`src/rtl/core/tmtw_pkg.sv`:
```
// Shared types and constants for the text-mode terminal writer core.
// Used by the core, the cursor step logic and the port checker.
// No dependencies.
package tmtw_pkg;

	// Field widths on the stream ports
	localparam int OP_W      = 2;
	localparam int CHAR_W    = 8;
	localparam int INDEX_W   = 11;
	localparam int POS_W     = 11;
	localparam int CELL_W    = 16;
	localparam int ATTR_W    = 8;
	localparam int S_TDATA_W = 24;
	localparam int M_TDATA_W = 32;

	// Default screen geometry
	localparam int DEF_COLUMNS = 80;
	localparam int DEF_ROWS    = 25;

	// Tab stops sit on multiples of this power of two
	localparam int TAB_STOP = 8;

	// Character codes with special handling
	localparam logic [CHAR_W-1:0] CH_BACKSPACE = 8'd8;
	localparam logic [CHAR_W-1:0] CH_TAB       = 8'd9;
	localparam logic [CHAR_W-1:0] CH_NEWLINE   = 8'd10;
	localparam logic [CHAR_W-1:0] BLANK_CHAR   = 8'h20;

	// Attribute after reset and the cell value the screen powers up with
	localparam logic [ATTR_W-1:0] RESET_ATTR = 8'h0F;
	localparam logic [CELL_W-1:0] RESET_CELL = {RESET_ATTR, BLANK_CHAR};

	// Operation codes
	typedef enum logic [OP_W-1:0] {
		OP_PUT   = 2'd0,
		OP_READ  = 2'd1,
		OP_CLEAR = 2'd2,
		OP_NOP   = 2'd3
	} op_t;

	// Memory and sequencing controls from one put step
	typedef struct packed {
		logic wr_en;    // write a cell
		logic wr_blank; // write a blank instead of the character
		logic wr_back;  // target the cell before the cursor
		logic scroll;   // cursor hit the last row, scroll the screen
	} put_ctl_t;

endpackage

```
`src/rtl/core/tmtw_cursor.sv`:
```
// Cursor update for one put: newline, backspace, tab and plain characters.
// Depends on tmtw_pkg.
module tmtw_cursor #(
	parameter int COLUMNS = tmtw_pkg::DEF_COLUMNS,
	parameter int ROWS    = tmtw_pkg::DEF_ROWS
) (
	input  logic [$clog2(ROWS)-1:0]         row_q,
	input  logic [$clog2(COLUMNS)-1:0]      col_q,
	input  logic [tmtw_pkg::CHAR_W-1:0]     char_code,
	output logic [$clog2(ROWS)-1:0]         row_d,
	output logic [$clog2(COLUMNS)-1:0]      col_d,
	output tmtw_pkg::put_ctl_t              ctl
);
	import tmtw_pkg::*;

	localparam int CW = $clog2(COLUMNS);
	localparam int RW = $clog2(ROWS);

	logic [CW:0] col_inc;
	logic [CW:0] tab_col;

	// Next column candidates, one bit wider to see the wrap
	assign col_inc = {1'b0, col_q} + (CW+1)'(1);
	assign tab_col = {1'b0, col_q & ~CW'(TAB_STOP - 1)} + (CW+1)'(TAB_STOP);

	always_comb begin
		row_d = row_q;
		col_d = col_q;
		ctl   = '0;
		case (char_code)
			CH_NEWLINE: begin
				col_d = '0;
				row_d = row_q + RW'(1);
			end
			CH_BACKSPACE: begin
				// at the origin do nothing
				if (row_q != '0 || col_q != '0) begin
					ctl.wr_en    = 1'b1;
					ctl.wr_blank = 1'b1;
					ctl.wr_back  = 1'b1;
					if (col_q == '0) begin
						col_d = CW'(COLUMNS - 1);
						row_d = row_q - RW'(1);
					end else begin
						col_d = col_q - CW'(1);
					end
				end
			end
			CH_TAB: begin
				if (tab_col >= (CW+1)'(COLUMNS)) begin
					col_d = '0;
					row_d = row_q + RW'(1);
				end else begin
					col_d = tab_col[CW-1:0];
				end
			end
			default: begin
				ctl.wr_en = 1'b1;
				if (col_inc >= (CW+1)'(COLUMNS)) begin
					col_d = '0;
					row_d = row_q + RW'(1);
				end else begin
					col_d = col_inc[CW-1:0];
				end
			end
		endcase
		// Pull the cursor back up one row when it lands on the last row
		if (row_d == RW'(ROWS - 1)) begin
			ctl.scroll = 1'b1;
			row_d      = RW'(ROWS - 2);
		end
	end

endmodule

```
`config.mk`:
```
export PLATFORM = sky130hd
export DESIGN_NAME = tmtw_cursor
export DESIGN_NICKNAME = d
export VERILOG_FILES = /design/src/rtl/core/tmtw_pkg.sv /design/src/rtl/core/tmtw_cursor.sv
export SDC_FILE = /design/constraint.sdc
export NUM_CORES = 1
export LEC_CHECK = 0
export BUFFER_PORTS_ARGS = -buffer_cell sky130_fd_sc_hd__buf_2
export CAP_MARGIN = 40
export CORE_ASPECT_RATIO = 0.75
export CORE_UTILIZATION = 48
export DETAILED_ROUTE_END_ITERATION = 12
export PLACE_DENSITY_LB_ADDON = 0.08
export SLEW_MARGIN = 20
export SYNTH_ARGS = -nofsm -noshare
export SYNTH_HDL_FRONTEND = slang
export SYNTH_SLANG_ARGS = --single-unit
export TNS_END_PERCENT = 30
```
`constraint.sdc`:
```
create_clock -name vclk -period 4.41
set_input_delay 1.1025 -clock vclk [all_inputs]
set_output_delay 1.1025 -clock vclk [all_outputs]
set_load 0.01 [all_outputs]
```
==> results of run 1 <==
-- synthesized netlist by cell type, types with 2 or more instances --
library cell,instances,area (um^2)
a211o_1,3,26.3
a211oi_1,2,15.0
a21oi_1,7,35.0
a22oi_1,2,15.0
a32oi_1,2,17.5
and2_1,2,12.5
and3_1,3,18.8
buf_2,3,15.0
buf_6,3,33.8
ha_1,7,87.6
inv_1,12,45.0
nand2_1,12,45.0
nand3_1,7,35.0
nor2_1,6,22.5
nor2b_1,2,12.5
nor3_1,11,55.1
o211ai_1,4,30.0
o21a_1,2,15.0
o21ai_0,8,40.0
o21bai_1,2,15.0
o31ai_1,2,15.0
xnor2_1,6,52.6
-- per-layer routing --
metal / part of all wire, % / routed length (um) / vias to the layer above / global-route usage [%]
li1: - / - / 653 / -
met1: 43 / 1370 / 620 / 42.4
met2: 45 / 1440 / 79 / 48.8
met3: 11 / 337 / 5 / 1.85
met4: 0.94 / 30 / 0 / 3.85
met5: 0 / 0 / - / 0
-- report_power, final --
group | internal [mW] | switching [mW] | leakage [nW] | total, mW
Sequential | 0 | 0 | 0 | 0
Combinational | 0.0626 | 0.0674 | 0.667 | 0.130
Clock | 0 | 0 | 0 | 0
-- how the worst min path moves through the flow --
stage | from | to | slack, ps | cells past startpoint
after global routing | col_q[2] | col_d[2] | 2670 | 3
after detailed placement | col_q[2] | col_d[2] | 2620 | 3
after global placement | col_q[2] | col_d[2] | 2610 | 3
final | col_q[2] | col_d[2] | 2630 | 3
after floorplan | col_q[0] | col_d[0] | 2390 | 2
after CTS | col_q[2] | col_d[2] | 2620 | 3
-- final cells by class --
type / count / area, um^2 / area share (%)
Tap cell: 22 / 27.5 / 1.94
Inverter: 13 / 57.6 / 4.05
Multi-Input combinational cell: 120 / 922 / 64.9
Timing Repair Buffer: 65 / 414 / 29.1
-- timing repair --
item,in CTS,in global routing
endpoints found under the setup margin,5,5
gates resized for setup,5,11
endpoints found under the hold margin,0,0
hold buffers,0,0
pin swaps,7,8
buffers inserted,1,3
-- metrics by stage --
stage | util, % | instances | cell area, um^2
detailed placement | 72.4 | 216 | 1320
global route | 78.0 | 220 | 1420
CTS | 74.1 | 217 | 1350
finish | 78.0 | 220 | 1420
global placement | 72.4 | 216 | 1320
floorplan | - | 141 | 986
-- cell usage in the layout (no fill, tap or decap), types with 2 or more instances in the layout --
cell type | Yosys | layout
o21a_1 | 2 | 2
buf_4 | 1 | 29
nor2_1 | 6 | 6
nand3_1 | 7 | 6
inv_1 | 12 | 10
a21oi_1 | 7 | 6
o21bai_1 | 2 | 2
ha_4 | 0 | 2
o21ai_0 | 8 | 8
a32oi_1 | 2 | 2
ha_1 | 7 | 5
nor3_2 | 1 | 2
nor3_1 | 11 | 10
o31ai_2 | 1 | 2
o211ai_1 | 4 | 4
a21oi_2 | 1 | 2
nor2b_1 | 2 | 2
nand2_1 | 12 | 12
and3_1 | 3 | 3
a22oi_1 | 2 | 2
a211oi_1 | 2 | 2
xnor2_1 | 6 | 6
buf_2 | 3 | 34
and2_1 | 2 | 2
a211o_1 | 3 | 2
-- logic make-up after synthesis --
logic type,synth area share (%)
AND/OR/NAND/NOR,33.2
buffers and inverters,11.2
adder cells (fa/ha/maj),8.94
multiplexers,2.55
AO/OA/AOI/OAI,37.8
XOR/XNOR,6.26
-- worst max-delay path: stages --
cell and delay (ps):
buf_8 100, inv_6 50, ha_4 200, or4bb_1 490, a21oi_2 220, nor3_2 60
o31ai_1 250, o211ai_1 180, a311o_1 400, o31ai_2 230, buf_2 160
==> metrics, run 1 <==
status finished with violations; failing checks negative setup slack; Wirelength per Cell 14.4 um; final WL approximately 3200 um; global-route wire length before repair 4790 um; distinct cell type count after synthesis 55; Avg Inst Size Synth about 6.9 um^2; Area growth syn-to-layout 45.1%; Detailed Route Iter0 Violations just over 70; Worst Setup End Kind output pin; CP max FO 3; Starting Density approximately 54%; TNS Setup -513 ps; die area 2230 um^2; DP Worst Slack -175 ps; period utilization 103%; seq_cells 0; P per Cell Area between 90 and 100 nW/um^2; dpl hpwl around 2500 um; register area share after synthesis 0%; clock buffers 0; Cell Area, Synth roughly 1000 um^2; DIE WIDTH ~54 um; Worst Setup Slack, final -129 ps; DR vias 1,357; largest net degree at the start of global routing 12; Power Total 0.130 mW; Tmin final between 4000 and 5000 ps; DRC errors left 0; leakage power ~0.67 nW; headroom to the max-slew limit 74.3%; GR Util All Layers between 20 and 30%; Die H slightly above 40 um; worst setup path start col_q[4]; RSZ-0062 raised after global routing yes; Register Area 0 um^2; Remaining Overflow, GRT 0; pins over their slew limit 0; worst path required time ~3300 ps; synth warn 0; Fin. Hold Viols 0; initial antenna violation count 0; GPL Wtd Cong around 0.9; maximum vdd drop about 0.087 mV; floorplan row count 13; Max Cap Viol 0; Post-Syn Instances approximately 140; Hold Crit Class in2out; Vias/cell roughly 6.2; Pre-antenna DRT Iters 4; Hold WS 2630 ps; fmax 220 MHz; end point of the critical path row_d[0]; NumNets Final 227; port buffer count 36; Antenna Cells 0; crit path DAT between 3000 and 4000 ps; critical path launch point type primary input; Mapped Nets around 170; vias in the first global route 1,081; floorplan core area 1820 um^2; layout cells sized above 1 between 40 and 50%; final setup violation count 5; Worst-Margin Slew approximately 380 ps; Filler cells ~140; DRT antenna net count 0; Crit Path Category in2out; I/O pins 36
(Power assumes the default switching activity.)
==> run 2, diff against run 1 <==
Settings changed: CORE_UTILIZATION 48 to 45.
==> run 2 against run 1 <==
Compared with the run above:
- the flow still finishes with violations (negative setup slack)
- combinational power about the same
- fmax up 0.57%
- utilization down 8.7 points
- routed wire length up 0.69%
- total power down 0.81%
- worst hold slack better by 20 ps
- global-route usage down 1.9 points
- count of clock-buffer cells in the layout unchanged
- critical path depth up 1
- final cell count up 1.8%
- first-iteration DRC count down 27%
- largest power group unchanged
- highest routed layer unchanged
==> metrics, run 2 (synthesized netlist as in run 1, its figures left out) <==
status finished with violations (unchanged); headroom to the max-slew limit 72.5% (was 74.3%); clock power share 0% (about the same); failing checks negative setup slack (unchanged); post-route cell area 1410 um^2 (was 1420 um^2); Hold WS 2650 ps (was 2630 ps); critical path launch point type primary input (unchanged); sw power 0.0667 mW (was 0.0674 mW); Post-Layout Cell Count 224 (was 220); leakage power 0.670 nW (was 0.667 nW); largest net degree at the start of global routing 12 (unchanged); hold_buf cts 0 (unchanged); Vias/cell 5.81 (was 6.17); most common cell after layout, fill and taps aside buf_2 (unchanged); RSZ-0062 raised after global routing yes (unchanged); Area growth syn-to-layout 43.7% (was 45.1%); Gate power share 100.0% (about the same); Seq pwr share 0% (about the same); Tmin final 4510 ps (was 4540 ps); DRT antenna net count 0 (unchanged); CP max FO 4 (was 3); Max Cap Viol 0 (unchanged); P per Cell Area 91.6 nW/um^2 (was 91.5 nW/um^2); Die H 42.4 um (was 41.1 um); worst setup path start col_q[3] (was col_q[4]); NumNets Final 229 (was 227); period utilization 102% (was 103%); Detailed Route Iter0 Violations 52 (was 71); Remaining Overflow, GRT 0 (unchanged); seq_cells 0 (unchanged); die area 2370 um^2 (was 2230 um^2); crit path DAT 3410 ps (was 3440 ps); floorplan core area 2030 um^2 (was 1820 um^2); fmax 222 MHz (was 220 MHz); Pre-antenna DRT Iters 4 (unchanged); TNS Setup -323 ps (was -513 ps); switching fraction of total power 51.7% (was 51.8%); DR vias 1,302 (was 1,357); Internal 0.0623 mW (was 0.0626 mW); initial antenna violation count 0 (unchanged); Wirelength per Cell 14.3 um (was 14.4 um); GPL Wtd Cong 0.904 (was 0.905); final WL 3200 um (was 3180 um); Power Total 0.129 mW (was 0.130 mW); Antenna Cells 0 (unchanged); layout cells sized above 1 43.0% (was 43.4%); maximum vdd drop 0.0663 mV (was 0.0866 mV); Post-Place Cells 221 (was 216); worst path required time 3310 ps (about the same); final setup violation count 5 (unchanged); GR Util All Layers 27.5% (was 29.4%); clock buffers 0 (unchanged); Worst-Margin Slew 409 ps (was 380 ps); Crit Path Category in2out (unchanged); DIE WIDTH 55.9 um (was 54.2 um); Worst Setup End Kind output pin (unchanged); port buffer count 36 (unchanged); Fin. Hold Viols 0 (unchanged); Register Area 0 um^2 (unchanged); pins over their slew limit 0 (unchanged); Placed Area 1340 um^2 (was 1320 um^2); Worst Setup Slack, final -104 ps (was -129 ps); Hold Crit Class in2out (unchanged); most frequent cells in the layout 35 x buf_2, 32 x buf_4, 12 x nand2_1 (was 34 x buf_2, 29 x buf_4, 12 x nand2_1); global-route wire length before repair 5340 um (was 4790 um); Starting Density 48.2% (was 53.8%); vias in the first global route 1,216 (was 1,081); floorplan row count 14 (was 13); dpl hpwl 2570 um (was 2480 um); I/O pins 36 (unchanged); end point of the critical path row_d[3] (was row_d[0]); DRC errors left 0 (unchanged)
run 2: cell types whose count changed in the layout (fill, tap and decap cells not counted), sizes merged:
cell | before | now
buf | 65 | 67
run 2: metal layers:
layer  part of all wire (%)  vias to the layer above  GRT usage, %
met5                      0                        -             0
met4                    1.7                        0          5.85
met3                    7.0                        6          2.47
met2                     44                       53          44.3
met1                     47                      584          39.9
li1                       -                      659             -
run 2: final cells by class:
cell class	instances	area [um^2]
multi-input cells	120	912
fillers	183	624
repair buffers	67	415
inverters	13	50.0
well taps	24	30.0
run 2: worst min-delay path by stage:
stage	endpoint	start	cells after the start
2_1_floorplan	col_d[0]	col_q[0]	2
3_3_place_gp	col_d[2]	col_q[2]	3
3_5_place_dp	col_d[2]	col_q[2]	3
4_1_cts	col_d[2]	col_q[2]	3
5_1_grt	col_d[2]	col_q[2]	3
6_report	col_d[2]	col_q[2]	3
run 2: through the flow:
stage	util, %	setup slack (ps)
5_1_grt	69.3	-239
2_1_floorplan	-	0.689
6_report	69.3	-104
3_5_place_dp	66.1	-204
3_3_place_gp	66.1	-132
4_1_cts	68.4	-56.0
run 2: worst max-delay path: stages:
cell and delay, ps:
buf_4 130, inv_2 60, ha_4 200, or4bb_1 510, a21oi_2 230, o31ai_2 120
o211a_1 170, mux2_4 320, clkinv_2 70, o2111ai_2 170, o21ba_1 210, buf_2 130
run 2: repair_timing:
action                                 in CTS  in global routing
setup endpoints to repair                   5                  5
gates resized for setup                     8                  1
endpoints found under the hold margin       0                  0
setup buffers                               2                  1
pin swaps                                   8                  3
run 2: power groups by stage:
stage | logic [mW] | clock network [mW] | registers [mW]
6_report | 0.129 | 0 | 0
5_1_grt | 0.140 | 0 | 0
4_1_cts | 0.125 | 0 | 0
3_5_place_dp | 0.119 | 0 | 0
3_3_place_gp | 0.115 | 0 | 0
2_1_floorplan | 0.0687 | 0 | 0
==> run 3, diff against run 2 <==
Settings changed: ABC_AREA from default to 1.
==> run 3 against run 2 <==
Compared with the run above:
- largest power group unchanged
- sequential cell count stayed put
- setup slack better by 340 ps
- critical path depth stayed put
- highest routed layer is now met3
- final cell count is 21% higher
- sequential share of layout area stayed put
- die area is 16% higher
- area after synthesis is 17% higher
- worst hold slack worse by 53 ps
- the run now ends clean
- utilization is 13 points lower
- synthesized cell count is 46% higher
==> metrics, run 3 <==
layout cells sized above 1 27.4% (was 43.0%); DRC errors left 0 (unchanged); hold path endpoint row_d[4] (was col_d[2]); I/O pins 36 (unchanged); Commonest cells post-synth 50 x nand2_1, 29 x inv_1, 27 x nand3_1 (was 12 x inv_1, 12 x nand2_1, 11 x nor3_1); final WL 3150 um (was 3200 um); final setup violation count 0 (was 5); Pre-antenna DRT Iters 5 (was 4); synth warn 0 (unchanged); register area share after synthesis 0% (unchanged); Starting Density 49.0% (was 48.2%); initial antenna violation count 0 (unchanged); Wirelength per Cell 11.6 um (was 14.3 um); die area 2760 um^2 (was 2370 um^2); most common cell after layout, fill and taps aside nand2_1 (was buf_2); fmax 240 MHz (was 222 MHz); Remaining Overflow, GRT 0 (unchanged); DIE WIDTH 60.3 um (was 55.9 um); floorplan core area 2350 um^2 (was 2030 um^2); period utilization 94.7% (was 102%); Post-Place Cells 271 (was 221); seq_cells 0 (unchanged); Worst-Margin Slew 651 ps (was 409 ps); port buffer count 36 (unchanged); distinct cell type count after synthesis 33 (was 55); Die H 45.8 um (was 42.4 um); dpl hpwl 2610 um (was 2570 um); slowest stage cell, crit path or2_0 (was or4bb_1); floorplan row count 15 (was 14); Largest delay share family, worst path simple AND/OR/NAND/NOR gates (was compound AO/OA/AOI/OAI gates); count leader, synth nand2_1; Cell Area, Synth 1150 um^2 (was 980 um^2); global-route wire length before repair 5060 um (was 5340 um); maximum vdd drop 0.0410 mV (was 0.0663 mV); Vias/cell 5.28 (was 5.81); leakage power 0.745 nW (was 0.670 nW); Crit Path Category in2out (unchanged); GPL Wtd Cong 0.963 (was 0.904); status complete, no violations (was finished with violations); Antenna Cells 0 (unchanged); CP max stage delay 530 ps (was 510 ps); NumNets Final 266 (was 229); Max Cap Viol 0 (unchanged); Mapped Nets 233 (was 168); WHS Path Cells 4 (was 3); Tmin final 4170 ps (was 4510 ps); Worst Setup End Kind output pin (unchanged); P per Cell Area 85.3 nW/um^2 (was 91.6 nW/um^2); Detailed Route Iter0 Violations 78 (was 52); HP Start row_q[4] (was col_q[2]); DP Worst Slack 273 ps (was -204 ps); TNS Setup 0 ps (was -323 ps); Post-Syn Instances 206 (was 141); Post-CTS Setup Bufs 0 (was 2); worst path cell trace buf_2 > ha_1 > nand3_2 > or2_0 > nand3_1 > nand3b_1 > nand2_2 > nand2_1 > inv_2 > nand3_2 > nand2_1 > buf_2 (was buf_4 > inv_2 > ha_4 > or4bb_1 > a21oi_2 > o31ai_2 > o211a_1 > mux2_4 > clkinv_2 > o2111ai_2 > o21ba_1 > buf_2); worst setup path start col_q[3] (unchanged); Hold Crit Class in2out (unchanged); RSZ-0062 raised after global routing no (was yes); Post-Layout Cell Count 271 (was 224); post-cts sizing count 0 (was 8); clock buffers 0 (unchanged); headroom to the max-slew limit 56.6% (was 72.5%); share of the synthesized area in the top cell type 16.3% (was 8.94%); vias in the first global route 1,087 (was 1,216); GR Util All Layers 24.0% (was 27.5%); worst path required time 3310 ps (about the same); Worst Setup Slack, final 235 ps (was -104 ps); DRT antenna net count 0 (unchanged); Area growth syn-to-layout 15.9% (was 43.7%); CP max FO 10 (was 4); critical path launch point type primary input (unchanged); hold_buf cts 0 (unchanged); Hold WS 2590 ps (was 2650 ps); Avg Inst Size Synth 5.58 um^2 (was 6.95 um^2); Crit path buffers/inverters 3 (was 4); largest net degree at the start of global routing 11 (was 12); pins over their slew limit 0 (unchanged); Register Area 0 um^2 (unchanged); DR vias 1,431 (was 1,302); top cells by area, synth nand2_1 16%, nand3_1 12%, inv_1 9.5%, ha_1 7.6%, nor2_1 5.9% (was ha_1 8.9%, nor3_1 5.6%, xnor2_1 5.4%, inv_1 4.6%, nand2_1 4.6%); largest area contributor in the netlist nand2_1 (was ha_1); most frequent cells in the layout 50 x nand2_1, 36 x buf_2, 29 x inv_1 (was 35 x buf_2, 32 x buf_4, 12 x nand2_1); crit path DAT 3070 ps (was 3410 ps); Fin. Hold Viols 0 (unchanged)
[run 3: changes by cell type after synthesis, moves of 4 or more]
cell | before | now
inv_1 | 12 | 29
nand2_1 | 12 | 50
nand2_2 | 0 | 10
nand3_1 | 7 | 27
nand4_1 | 1 | 8
nor2_1 | 6 | 18
nor2_2 | 0 | 6
nor3_1 | 11 | 0
xnor2_1 | 6 | 2
[run 3: worst max-delay path by stage]
stage / to / slack, ps / cells past startpoint
4_1_cts: row_d[2] / 270 / 12
6_report: row_d[1] / 240 / 12
3_5_place_dp: row_d[2] / 270 / 12
3_3_place_gp: row_d[1] / 320 / 12
5_1_grt: row_d[0] / 100 / 12
2_1_floorplan: row_d[0] / 770 / 16
[run 3: where the power goes]
group          internal (mW)  leakage (nW)  total (mW)  switching, mW
combinational         0.0419         0.745       0.114         0.0716
sequential                 0             0           0              0
clock                      0             0           0              0
total                 0.0419         0.745       0.114         0.0716
[run 3: final cells by class]
cell class / instances / area (um^2)
fillers: 246 / 1010
inverters: 31 / 116
multi-input cells: 169 / 985
well taps: 34 / 42.5
repair buffers: 37 / 188
[run 3: stage by stage]
stage               area (um^2)  util [%]  power (mW)
floorplan                  1150         -      0.0780
global placement           1330      56.7       0.113
detailed placement         1330      56.7       0.112
CTS                        1330      56.7       0.113
global route               1330      56.7       0.127
finish                     1330      56.7       0.114
[run 3: cell families after synthesis]
group / count (synthesis) / synth area share [%]
AO/OA/AOI/OAI: 25 / 14.9
XOR/XNOR: 6 / 4.58
adder cells (fa/ha/maj): 7 / 7.62
buffers and inverters: 37 / 14.3
AND/OR/NAND/NOR: 131 / 58.6
[run 3: metal layers]
layer  up-vias  GRT usage, %  routed length, um
met5         -             0                  0
met2        74          32.5               1220
met4         0             0                  0
met1       613          41.0               1550
met3         0          2.27                372
li1        744             -                  -
